**src/design/scc_pkg.sv**
```systemverilog
// Package for the sorting conveyor controller: widths, state codes, setting defaults.
// No dependencies.
package scc_pkg;
    localparam int TIME_BITS = 32;
    localparam int N_SET     = 9;
    localparam int SET_W     = 13;
    localparam int DIV_W     = 24;

    typedef logic [TIME_BITS-1:0] t_time;
    typedef logic [SET_W-1:0]     t_set;

    localparam logic [2:0] ST_IDLE = 3'd0;
    localparam logic [2:0] ST_RUN  = 3'd1;
    localparam logic [2:0] ST_SORT = 3'd2;
    localparam logic [2:0] ST_ERR  = 3'd3;
    localparam logic [2:0] ST_TEST = 3'd4;

    localparam logic CFG_AUTO    = 1'b0;
    localparam logic CFG_SPACING = 1'b1;

    function automatic t_set set_default(input logic [3:0] idx);
        unique case (idx)
            4'd0, 4'd4: return 13'd90;
            4'd1, 4'd5: return 13'd0;
            4'd2, 4'd6: return 13'd500;
            4'd3:       return 13'd200;
            4'd7:       return 13'd250;
            4'd8:       return 13'd20;
            default:    return 13'd0;
        endcase
    endfunction

    typedef struct packed {
        logic        start;
        logic [23:0] dividend;
        logic [15:0] divisor;
    } t_div_req;

    typedef struct packed {
        logic        busy;
        logic [23:0] quotient;
    } t_div_rsp;
endpackage

```
**src/design/scc_divider.sv**
```systemverilog
// Restoring serial divider, one quotient bit per cycle, for the sort transit time.
// Depends on scc_pkg.
module scc_divider (
    input  logic              i_clk,
    input  logic              i_rst_n,
    input  scc_pkg::t_div_req i_req,
    output scc_pkg::t_div_rsp o_rsp
);
    import scc_pkg::*;

    logic [DIV_W-1:0] r_q, n_q;
    logic [16:0]      r_rem, n_rem;
    logic [15:0]      r_den;
    logic [4:0]       r_cnt;
    logic             r_busy;
    logic [16:0]      w_trial;

    always_comb begin
        w_trial = {r_rem[15:0], r_q[DIV_W-1]};
        n_q     = {r_q[DIV_W-2:0], 1'b0};
        n_rem   = w_trial;
        if (w_trial >= {1'b0, r_den}) begin
            n_rem   = w_trial - {1'b0, r_den};
            n_q[0]  = 1'b1;
        end
    end

    always_ff @(posedge i_clk) begin
        if (!i_rst_n) begin
            r_busy <= 1'b0;
            r_cnt  <= '0;
        end else if (i_req.start) begin
            r_busy <= 1'b1;
            r_cnt  <= 5'(DIV_W);
            r_q    <= i_req.dividend;
            r_rem  <= '0;
            r_den  <= i_req.divisor;
        end else if (r_busy) begin
            r_q   <= n_q;
            r_rem <= n_rem;
            r_cnt <= r_cnt - 5'd1;
            if (r_cnt == 5'd1) r_busy <= 1'b0;
        end
    end

    assign o_rsp.busy     = r_busy;
    assign o_rsp.quotient = r_q;
endmodule

```
**src/design/sorting_conveyor_controller.sv**
```systemverilog
// Sorting conveyor controller, top level: tick sequencer plus serial divider.
// Sequence per tick: S_WAIT, S_DIV, S_FIN; when a sort starts, S_OUT waits for the transit divide
// before S_FIN. A new tick is taken only once the previous one is computed (back in S_WAIT);
//   a result beat still waiting holds the next tick in S_FIN.
// Reset: synchronous active low; all settings return to defaults at once.
// Depends on scc_pkg and scc_divider.
module sorting_conveyor_controller (
    input  logic        i_clk,
    input  logic        i_rst_n,
    input  logic        i_cfg_we,
    input  logic        i_cfg_index,
    input  logic [15:0] i_cfg_data,
    input  logic        i_valid,
    output logic        o_ready,
    input  logic        i_mode_level,
    input  logic        i_mode_edge,
    input  logic        i_up_edge,
    input  logic        i_down_edge,
    input  logic        i_estop_request,
    input  logic        i_jam_flag,
    input  logic        i_remote_recent,
    input  logic [31:0] i_encoder_pulses,
    input  logic [15:0] i_belt_speed,
    input  logic        i_sensor_present,
    input  logic [1:0]  i_color_class,
    input  logic [1:0]  i_class_servo,
    output logic        o_valid,
    input  logic        i_ready,
    output logic [2:0]  o_machine_state,
    output logic        o_motor_run,
    output logic        o_servo_write,
    output logic [1:0]  o_servo_target,
    output logic [7:0]  o_servo_angle,
    output logic        o_detect_event,
    output logic [1:0]  o_detect_class,
    output logic        o_done_event,
    output logic [3:0]  o_menu_position,
    output logic [12:0] o_menu_value,
    output logic        o_value_saved
);
    import scc_pkg::*;

    typedef enum logic [1:0] {S_WAIT, S_DIV, S_FIN, S_OUT} t_seq;

    localparam t_time HALF = t_time'(1) << (TIME_BITS - 1);

    t_seq  r_seq;
    logic  r_auto;
    logic [15:0] r_spacing;
    logic [2:0]  r_mode;
    logic [1:0]  r_phase, r_srv;
    t_time r_now, r_deadline, r_ldt, r_lpoll, r_pst;
    logic [31:0] r_ldc;
    logic  r_first, r_pu, r_ign, r_ih, r_il, r_th, r_tld, r_menu_on;
    logic [3:0]  r_cur;
    t_set  r_sv [N_SET];
    t_set  r_wk [N_SET];

    logic  r_lvl, r_edge, r_up, r_dn, r_estop, r_jam, r_remote, r_pres;
    logic [31:0] r_pulses;
    logic [15:0] r_speed;
    logic [1:0]  r_cls, r_csrv;
    logic [DIV_W-1:0] r_transit;

    t_div_req w_req;
    t_div_rsp w_rsp;

    scc_divider u_div (.i_clk(i_clk), .i_rst_n(i_rst_n), .i_req(w_req), .o_rsp(w_rsp));

    // sort transit divide is needed only when sort phase 0 will be evaluated
    logic [2:0] w_mode_pre;
    logic       w_need_div;
    always_comb begin
        w_mode_pre = (r_estop && r_mode != ST_ERR) ? ST_ERR : r_mode;
        w_need_div = (w_mode_pre == ST_SORT) && (r_phase == 2'd0);
        w_req.start    = (r_seq == S_DIV) && w_need_div;
        w_req.dividend = 24'(r_sv[(r_srv == 2'd1) ? 4'd3 : 4'd7]) * 24'd1000;
        w_req.divisor  = (r_speed == 16'd0) ? 16'd100 : r_speed;
    end

    function automatic t_set adj(input logic [3:0] c, input t_set v0, input logic up);
        t_set v;
        v = v0;
        unique case (c)
            4'd0, 4'd1, 4'd4, 4'd5: begin
                if (up && v < 13'd180) v = v + 13'd1;
                if (!up && v > 13'd0)  v = v - 13'd1;
            end
            4'd2, 4'd6: begin
                if (up && v < 13'd5000) v = v + 13'd50;
                if (!up && v > 13'd50)  v = v - 13'd50;
            end
            4'd3, 4'd7: begin
                if (up && v < 13'd2000) v = v + 13'd5;
                if (!up && v > 13'd5)   v = v - 13'd5;
            end
            default: begin
                if (up && v < 13'd1000) v = v + 13'd1;
                if (!up && v > 13'd1)   v = v - 13'd1;
            end
        endcase
        return v;
    endfunction

    // one tick of the controller, evaluated in S_FIN
    logic [2:0] n_mode;
    logic [1:0] n_phase, n_srv;
    t_time n_deadline, n_ldt, n_lpoll, n_pst;
    logic [31:0] n_ldc;
    logic  n_first, n_ign, n_ih, n_il, n_th, n_tld, n_menu_on;
    logic [3:0] n_cur;
    logic  n_load, n_save;
    logic  n_wr, n_det, n_done, n_upw, n_dnw;
    logic [1:0] n_tgt, n_dcls;
    logic [7:0] n_ang;
    t_set  n_upv, n_dnv;
    logic  w_ok;
    logic [3:0] w_b;
    t_time w_dl;

    always_comb begin
        n_mode = w_mode_pre;
        n_phase = r_phase; n_srv = r_srv; n_deadline = r_deadline;
        n_ldt = r_ldt; n_lpoll = r_lpoll; n_pst = r_pst; n_ldc = r_ldc;
        n_first = r_first; n_ih = r_ih; n_il = r_il; n_th = r_th;
        n_tld = r_tld; n_menu_on = r_menu_on; n_cur = r_cur;
        n_load = 1'b0; n_save = 1'b0;
        n_wr = 1'b0; n_tgt = 2'd0; n_ang = 8'd0; n_det = 1'b0; n_dcls = 2'd0;
        n_done = 1'b0; n_upw = 1'b0; n_dnw = 1'b0; n_upv = '0; n_dnv = '0;
        w_ok = 1'b0; w_dl = r_deadline;
        w_b = (r_srv == 2'd1) ? 4'd0 : 4'd4;
        n_ign = r_ign & r_lvl;
        if (r_pu && r_lvl) n_ign = 1'b1;

        if (n_mode == ST_IDLE) begin
            if (n_ign) begin
            end else if (r_lvl) begin
                if (!r_ih) begin
                    n_pst = r_now; n_ih = 1'b1; n_il = 1'b0;
                end else if (!r_il && (r_now - r_pst) > t_time'(4000)) begin
                    n_mode = ST_TEST; n_load = 1'b1; n_menu_on = 1'b1; n_cur = 4'd0;
                    n_il = 1'b1;
                end
            end else if (r_ih) begin
                if (!r_il && (r_now - r_pst) > t_time'(100) && r_auto) n_mode = ST_RUN;
                n_ih = 1'b0;
            end
        end else if (r_edge && (n_mode == ST_RUN || n_mode == ST_ERR)) begin
            n_mode = ST_IDLE; n_ih = 1'b0; n_il = 1'b0;
            if (r_lvl) n_ign = 1'b1;
        end

        if (n_mode == ST_RUN) begin
            if ((r_now - r_lpoll) >= t_time'(100)) begin
                n_lpoll = r_now;
                if (r_speed == 16'd0) w_ok = r_first || (r_now - r_ldt) >= t_time'(2000);
                else w_ok = r_first || (r_pulses - r_ldc) >= {16'd0, r_spacing};
                if (w_ok && r_pres && r_cls != 2'd3) begin
                    n_first = 1'b0; n_ldc = r_pulses; n_ldt = r_now;
                    n_det = 1'b1; n_dcls = r_cls;
                    if (r_csrv == 2'd1 || r_csrv == 2'd2) begin
                        n_mode = ST_SORT; n_phase = 2'd0; n_srv = r_csrv;
                    end
                end
            end
        end else if (n_mode == ST_SORT) begin
            if (n_phase == 2'd0) begin
                w_dl = r_now + t_time'(r_transit);
                n_phase = 2'd1;
            end
            if (n_phase == 2'd1 && (r_now - w_dl) < HALF) begin
                if (!r_jam) begin
                    n_wr = 1'b1; n_tgt = r_srv; n_ang = r_sv[w_b + 4'd1][7:0];
                    w_dl = r_now + t_time'(r_sv[w_b + 4'd2]);
                    n_phase = 2'd2;
                end else begin
                    n_mode = ST_RUN; n_phase = 2'd0;
                end
            end
            if (n_phase == 2'd2 && (r_now - w_dl) < HALF) begin
                n_wr = 1'b1; n_tgt = r_srv; n_ang = r_sv[w_b][7:0];
                n_mode = ST_RUN; n_phase = 2'd0; n_done = 1'b1;
            end
            n_deadline = w_dl;
        end else if (n_mode == ST_TEST) begin
            if (!r_remote) begin
                if (!r_menu_on) begin
                    n_load = 1'b1; n_menu_on = 1'b1; n_cur = 4'd0;
                end
                if (r_lvl) begin
                    if (!r_th) begin
                        n_pst = r_now; n_th = 1'b1; n_tld = 1'b0;
                    end else if (!r_tld && (r_now - r_pst) > t_time'(3000)) begin
                        if (n_cur == 4'd9) begin
                            n_mode = ST_IDLE; n_menu_on = 1'b0;
                            n_ih = 1'b0; n_il = 1'b0; n_ign = 1'b1;
                        end else if (n_cur < 4'(N_SET)) begin
                            n_save = 1'b1;
                        end
                        n_tld = 1'b1;
                    end
                end else if (r_th) begin
                    if (!r_tld && (r_now - r_pst) > t_time'(100))
                        n_cur = (n_cur == 4'd9) ? 4'd0 : n_cur + 4'd1;
                    n_th = 1'b0;
                end
            end else begin
                n_menu_on = 1'b0;
            end
        end
    end

    // menu adjust uses the working value after any load
    t_set w_wv, w_wv2;
    always_comb begin
        w_wv = '0;
        if (n_cur < 4'(N_SET)) w_wv = n_load ? r_sv[n_cur] : r_wk[n_cur];
        w_wv2 = w_wv;
        if (n_mode == ST_TEST && !r_remote && n_cur < 4'(N_SET)) begin
            if (r_up) w_wv2 = adj(n_cur, w_wv2, 1'b1);
            if (r_dn) w_wv2 = adj(n_cur, w_wv2, 1'b0);
        end
    end

    logic w_adj, w_srvcur;
    assign w_adj = n_mode == ST_TEST && !r_remote && n_cur < 4'(N_SET) && (r_up || r_dn);
    assign w_srvcur = n_cur == 4'd0 || n_cur == 4'd1 || n_cur == 4'd4 || n_cur == 4'd5;

    always_ff @(posedge i_clk) begin
        if (!i_rst_n) begin
            r_seq <= S_WAIT; o_valid <= 1'b0; r_auto <= 1'b1; r_spacing <= 16'd100;
            r_mode <= ST_IDLE; r_phase <= 2'd0; r_srv <= 2'd1; r_now <= '0;
            r_deadline <= '0; r_ldt <= '0; r_ldc <= '0; r_first <= 1'b1;
            r_lpoll <= '0; r_pst <= '0; r_pu <= 1'b1; r_ign <= 1'b0; r_ih <= 1'b0;
            r_il <= 1'b0; r_th <= 1'b0; r_tld <= 1'b0; r_menu_on <= 1'b0; r_cur <= 4'd0;
            for (int i = 0; i < N_SET; i++) begin
                r_sv[i] <= set_default(4'(i));
                r_wk[i] <= set_default(4'(i));
            end
        end else begin
            if (i_cfg_we) begin
                if (i_cfg_index == CFG_AUTO) r_auto <= i_cfg_data[0];
                else if (i_cfg_index == CFG_SPACING) r_spacing <= i_cfg_data;
            end
            unique case (r_seq)
                S_WAIT: if (i_valid) begin
                    r_lvl <= i_mode_level; r_edge <= i_mode_edge; r_up <= i_up_edge;
                    r_dn <= i_down_edge; r_estop <= i_estop_request; r_jam <= i_jam_flag;
                    r_remote <= i_remote_recent; r_pulses <= i_encoder_pulses;
                    r_speed <= i_belt_speed; r_pres <= i_sensor_present;
                    r_cls <= i_color_class; r_csrv <= i_class_servo;
                    r_seq <= S_DIV;
                end
                S_DIV: r_seq <= w_need_div ? S_OUT : S_FIN;
                S_OUT: if (!w_rsp.busy) begin
                    r_transit <= w_rsp.quotient;
                    r_seq <= S_FIN;
                end
                S_FIN: if (!o_valid || i_ready) begin
                    r_mode <= n_mode; r_phase <= n_phase; r_srv <= n_srv;
                    r_deadline <= n_deadline; r_ldt <= n_ldt; r_lpoll <= n_lpoll;
                    r_pst <= n_pst; r_ldc <= n_ldc; r_first <= n_first; r_pu <= 1'b0;
                    r_ign <= n_ign; r_ih <= n_ih; r_il <= n_il; r_th <= n_th;
                    r_tld <= n_tld; r_menu_on <= n_menu_on; r_cur <= n_cur;
                    r_now <= r_now + t_time'(1);
                    for (int i = 0; i < N_SET; i++) begin
                        if (w_adj && n_cur == 4'(i)) r_wk[i] <= w_wv2;
                        else if (n_load) r_wk[i] <= r_sv[i];
                        if (n_save && !n_load && n_cur == 4'(i)) r_sv[i] <= r_wk[i];
                    end
                    o_machine_state <= n_mode;
                    o_motor_run <= n_mode == ST_RUN || n_mode == ST_SORT;
                    o_detect_event <= n_det; o_detect_class <= n_dcls;
                    o_done_event <= n_done; o_menu_position <= n_cur;
                    o_menu_value <= (n_cur < 4'(N_SET)) ? (w_adj ? w_wv2 : w_wv) : '0;
                    o_value_saved <= n_save;
                    if (w_adj && w_srvcur) begin
                        o_servo_write <= 1'b1;
                        o_servo_target <= (n_cur < 4'd4) ? 2'd1 : 2'd2;
                        o_servo_angle <= w_wv2[7:0];
                    end else begin
                        o_servo_write <= n_wr; o_servo_target <= n_tgt; o_servo_angle <= n_ang;
                    end
                    o_valid <= 1'b1;
                    r_seq <= S_WAIT;
                end
                default: r_seq <= S_WAIT;
            endcase
            if (o_valid && i_ready && r_seq != S_FIN) o_valid <= 1'b0;
        end
    end

    assign o_ready = (r_seq == S_WAIT);

    a_busy: assert property (@(posedge i_clk) disable iff (!i_rst_n)
        (r_seq == S_WAIT && $past(r_seq) == S_FIN) |-> o_valid) else $error("result lost");
    a_div: assert property (@(posedge i_clk) disable iff (!i_rst_n)
        w_rsp.busy |-> (r_seq == S_OUT)) else $error("divider busy outside wait");
    a_rdy: assert property (@(posedge i_clk) disable iff (!i_rst_n)
        o_ready |-> !w_rsp.busy) else $error("ready while dividing");
    a_hold: assert property (@(posedge i_clk) disable iff (!i_rst_n)
        (o_valid && !i_ready) |=> (o_valid && $stable(o_machine_state)
            && $stable(o_menu_value))) else $error("result beat changed while waiting");
endmodule
```
**config.mk**
```make
export PLATFORM = sky130hd
export DESIGN_NAME = sorting_conveyor_controller
export DESIGN_NICKNAME = d
export VERILOG_FILES = /design/src/design/scc_pkg.sv /design/src/design/scc_divider.sv /design/src/design/sorting_conveyor_controller.sv
export SDC_FILE = /design/constraint.sdc
export NUM_CORES = 2
export LEC_CHECK = 0
export BUFFER_PORTS_ARGS = -buffer_cell sky130_fd_sc_hd__buf_2
export CORE_ASPECT_RATIO = 1.75
export CORE_MARGIN = 8
export CORE_UTILIZATION = 58
export DETAILED_ROUTE_END_ITERATION = 8
export GPL_TIMING_DRIVEN = 0
export PLACE_DENSITY = 0.78
export SKIP_CTS_REPAIR_TIMING = 1
export SLEW_MARGIN = 10
export SYNTH_ARGS = -nofsm -noshare
export SYNTH_HDL_FRONTEND = slang
export SYNTH_SLANG_ARGS = --single-unit
```
**constraint.sdc**
```tcl
create_clock -name i_clk -period 11 [get_ports i_clk]
set_input_delay 0.55 -clock i_clk [delete_from_list [all_inputs] [get_ports i_clk]]
set_output_delay 0.55 -clock i_clk [all_outputs]
set_load 0.05 [all_outputs]
```
==> metrics.csv, run 1 <==
metric,value,unit
htree_levels,2,
yosysSeqAreaShare,35.22,%
synth_flop_cell,edfxtp_1,
synthSimpleGateAreaFrac,19.69,%
synth_top_family_by_area,compound AO/OA/AOI/OAI gates,
synthMuxAreaShare,5.036,%
status,did not finish,
synth_cell_types,136,
synth_xor_area_share,3.087,%
grt_max_degree,57,
post-dp-hpwl,194200,µm
synth_area_leaders,"edfxtp_1 25%, dfxtp_1 9.8%, ha_1 8.1%, nand2_1 4.7%, mux2i_1 4.1%",
place_congestion,1.218,
io_pins,121,
ys_ff_latch,648,
start_util,58.44,%
error,[ERROR GRT-0116] Global routing finished with congestion. Check the congestion regions in the DRC Viewer.,
syn_area_per_cell,8.772,µm²
stop_stage,global routing,
synth_compound_area_share,21.14,%
async_flop_share,0,%
core.rowCount,140,
yosys.area.top_type,edfxtp_1,
portBuffers,120,
track_usage,63.28,%
cts_buffers,61,
grt_overflow,265,
ys_warn_count,0,
cts-root-buf,clkbuf_16,
synth_area,48520,µm²
cts.sinks,648,
synth_cells,5531,
grt_pass1_vias,55130,
synth_top_area_share,25.44,%
die_h,398.6,µm
dp_slack,-6.247,ns
die_w,234.6,µm
synth_enable_flop_cells,411,
clockBufferDepth,3,
yosys.area_share.adder,10.19,%
grt_pass1_wl,436900,µm
synth_fp_nets,5978,
## layer usage
metal | GRT usage, % | overflow
met5 | 10.07 | 1
met4 | 65.13 | 104
met3 | 41.68 | 4
met2 | 88.08 | 154
met1 | 59.96 | 2
## stage by stage
stage	cell area (µm²)	util (%)	TNS [ns]	instances
after CTS	53040	63.88	-1152.09	6856
after detailed placement	51020	61.45	-1104.37	6742
after global placement	50450	60.76	-1515.89	6716
after floorplan	48520	-	0	5531
## synth_stat cells, drive strengths merged, types with 24 or more instances
cell type,n
o21bai,44
or2,33
nor2,393
nor2b,173
and2,153
nand2,613
o21a,41
buf,92
clkbuf,222
nor3,152
o22ai,35
dfxtp,237
or3,63
fa,50
a211oi,63
ha,315
o21ai,317
o31ai,34
nor4,37
mux2i,198
nand3,119
a311oi,24
a31oi,56
o211ai,44
nand2b,50
a21oi,371
inv,362
xnor2,121
and3,26
nand4,63
a21o,116
edfxtp,411
a21boi,58
xor2,50
mux2,39
## kinds of logic after synthesis
group / Yosys count
AND/OR/NAND/NOR: 1934
AO/OA/AOI/OAI: 1496
buffers and inverters: 679
flip-flops: 648
adder cells (fa/ha/maj): 365
multiplexers: 238
XOR/XNOR: 171
==> inputs of run 2 (changes only) <==
--- a/config.mk
+++ b/config.mk
@@ -6,12 +6,11 @@
 export NUM_CORES = 2
 export LEC_CHECK = 0
 export BUFFER_PORTS_ARGS = -buffer_cell sky130_fd_sc_hd__buf_2
-export CORE_ASPECT_RATIO = 1.75
 export CORE_MARGIN = 8
-export CORE_UTILIZATION = 58
+export CORE_UTILIZATION = 40
 export DETAILED_ROUTE_END_ITERATION = 8
 export GPL_TIMING_DRIVEN = 0
-export PLACE_DENSITY = 0.78
+export PLACE_DENSITY_LB_ADDON = 0.15
 export SKIP_CTS_REPAIR_TIMING = 1
 export SLEW_MARGIN = 10
 export SYNTH_ARGS = -nofsm -noshare
==> constraint.sdc (replaced) <==
create_clock -name i_clk -period 14.3 [get_ports i_clk]
set_input_delay 0.715 -clock i_clk [delete_from_list [all_inputs] [get_ports i_clk]]
set_output_delay 0.715 -clock i_clk [all_outputs]
set_load 0.05 [all_outputs]
==> metrics.csv, run 2 <==
metric,value,unit,change
cts_tree,yes,,
regToRegStartpoint,r_now[0],,
cp_slowest_cell,nor2_1,,
fin_crit_sh,99.46,%,
drive_gt1_share,10.75,%,
synth_compound_area_share,21.14,%,unchanged
reg_top3,"r_sv x117, r_wk x117",,
die_w,364.3,µm,+55%
drt-initial-drc-count,4950,,
worstPathRequired,14.69,ns,
synth_flop_cell,edfxtp_1,,
cp.arrival,14.62,ns,
power_density,88.98,nW/µm²,
crit_path_end,r_wk[2][3],,
fin_cells,7467,,
synthToLayoutAreaGrowth,13.17,%,
syn_area_per_cell,8.772,µm²,unchanged
portBuffers,120,,unchanged
top_layer_used,met5,,
stdcell_area,54910,µm²,
grt_overflow,0,,
post-dp-hpwl,170900,µm,-12%
clk_latency,0.71,ns,
met1_length,88930,µm,
synth_top_family_by_area,compound AO/OA/AOI/OAI gates,,
synth_cells,5531,,unchanged
worst_slack,0.07680,ns,
critical_path_class,reg2reg,,
power.leakage,21.84,nW,
layout_commonest_cell,nand2_1,,
async_flop_share,0,%,unchanged
crit_path_end_kind,register,,
dpl_cell_area,51700,µm²,+1.3%
violations,max-capacitance violations,,
yosys.area.top_type,edfxtp_1,,
setup_violations,0,,
ir_drop,0.1185,mV,
final_hold_viol_count,0,,
htree_levels,3,,+1
placedCellCount,7290,,+8.1%
synth_enable_flop_cells,411,,unchanged
ys_ff_latch,648,,unchanged
yosys.area_share.adder,10.19,%,unchanged
nets,6235,,
synth_fp_nets,5978,,unchanged
hold_path_class,in2reg,,
start_kind,register,,
dieArea,132700,µm²,
clkSlewWorstSetupHoldPaths,0.07,ns,
cts.sinks,648,,unchanged
routed_wl,223000,µm,
start_util,40.39,%,-18 points
place_congestion,1.061,,-13%
worst_setup_path_startpoint,r_now[0],,
via_per_inst,6.105,,
cts-root-buf,clkbuf_16,,
antenna_found_initial,8,,
drc,0,,
path_max_fanout,11,,
met3_length,17370,µm,
synth_xor_area_share,3.087,%,unchanged
synth_top_area_share,25.44,%,unchanged
synth_area_leaders,"edfxtp_1 25%, dfxtp_1 9.8%, ha_1 8.1%, nand2_1 4.7%, mux2i_1 4.1%",,
synth_area,48520,µm²,unchanged
yosysSeqAreaShare,35.22,%,unchanged
max_freq,70.31,MHz,
dp_slack,-2.456,ns,+3.791 ns
synth_common_cells,"606 x nand2_1, 411 x edfxtp_1, 385 x nor2_1",,
track_usage,32.37,%,
min_period,14.22,ns,
drv_cap,2,,
clockBufferDepth,3,,unchanged
max_slew_margin,0.8970,%,
drt_pre_antenna_iters,6,,
total_power,4.886,mW,
regToRegSetupSlack,0.08,ns,
core.rowCount,127,,-9.3%
worstRegToRegCells,45,,
routedWlPerCell,29.86,µm,
synth_cell_types,136,,unchanged
routed-wl-met2,99650,µm,
grt_pass1_wl,313500,µm,
core_area,120100,µm²,
die_h,364.3,µm,-8.6%
cts_buffers,79,,+30%
synthMuxAreaShare,5.036,%,unchanged
ys_warn_count,0,,unchanged
grt_max_degree,49,,
synthSimpleGateAreaFrac,19.69,%,unchanged
worst_pin_slew,1.478,ns,
io_pins,121,,unchanged
status,finished with violations,,
layout.cells.most_common_list,"604 x nand2_1, 411 x edfxtp_1, 384 x nor2_1",,
grt_pass1_vias,43190,,
slew_viol_final,0,,
rr_endpoint,r_wk[2][3],,
slowest_delay,0.60,ns,
antenna_left,0,,
via_count,45590,,
skew,0.04524,ns,
synth.most_common_cell,nand2_1,,
## run 2: cell counts after synthesis
Identical to the previous run, type by type.
## run 2: stage by stage
| step | utilization, % | TNS (ns) | hold slack, ns |
|---|---|---|---|
| floorplan | - | 0 | 0.4174 |
| CTS | 45.25 | -255.04 | 0.1366 |
| global route | 45.71 | -0.8364 | 0.1519 |
| finish | 45.71 | 0 | 0.1755 |
| detailed placement | 43.03 | -249.91 | 0.4373 |
| global placement | 42.57 | -407.36 | 0.4341 |
## run 2: worst min-delay path by stage
stage,start,endpoint,slack [ns],cells past startpoint
6_report,i_jam_flag,r_jam,0.18,1
5_1_grt,i_encoder_pulses[17],r_pulses[17],0.15,1
4_1_cts,i_jam_flag,r_jam,0.14,1
3_5_place_dp,u_div.r_q[5],r_transit[5],0.44,0
3_3_place_gp,u_div.r_q[5],r_transit[5],0.43,0
2_1_floorplan,u_div.r_q[0],r_transit[0],0.42,0
## run 2: final cells by class
class                   instances  area [µm²]
well taps                    1612        2017
clock buffers                  96        2113
multi-input cells            4204       29100
fillers                     11990       65220
inverters                     365        1383
diodes                          4       10.01
flip-flops and latches        648       17120
repair buffers                176        1250
clock inverters                48       550.5
plain buffers                 314        1374
## run 2: logic make-up (layout without fill, tap and decap cells)
family | Yosys count | after routing
simple gates | 1934 | 1934
compound gates | 1496 | 1496
buf+inv | 679 | 999
flops | 648 | 648
fa+ha+maj | 365 | 365
mux | 238 | 238
xor+xnor | 171 | 171
other cells | 0 | 4
## run 2: worst max-delay path, delay by kind of cell, from the launching register on
family	cells	cell delay (ns)
flops	1	0.47
simple gates	15	4.63
buf+inv	10	2.61
fa+ha+maj	4	1.16
compound gates	16	5.00
## run 2: layer usage
metal  track usage, %  vias to the layer above
li1                 -                    20590
met1            40.18                    22070
met2            51.92                     2273
met3            6.107                      647
met4            20.04                        6
met5                0                        -
## run 2: where the power goes
group / total, mW / internal (mW) / switching, mW
sequential: 2.05 / 2.02 / 0.0378
clock: 2.13 / 1.23 / 0.907
combinational: 0.700 / 0.233 / 0.467
(Power assumes the default switching activity.)
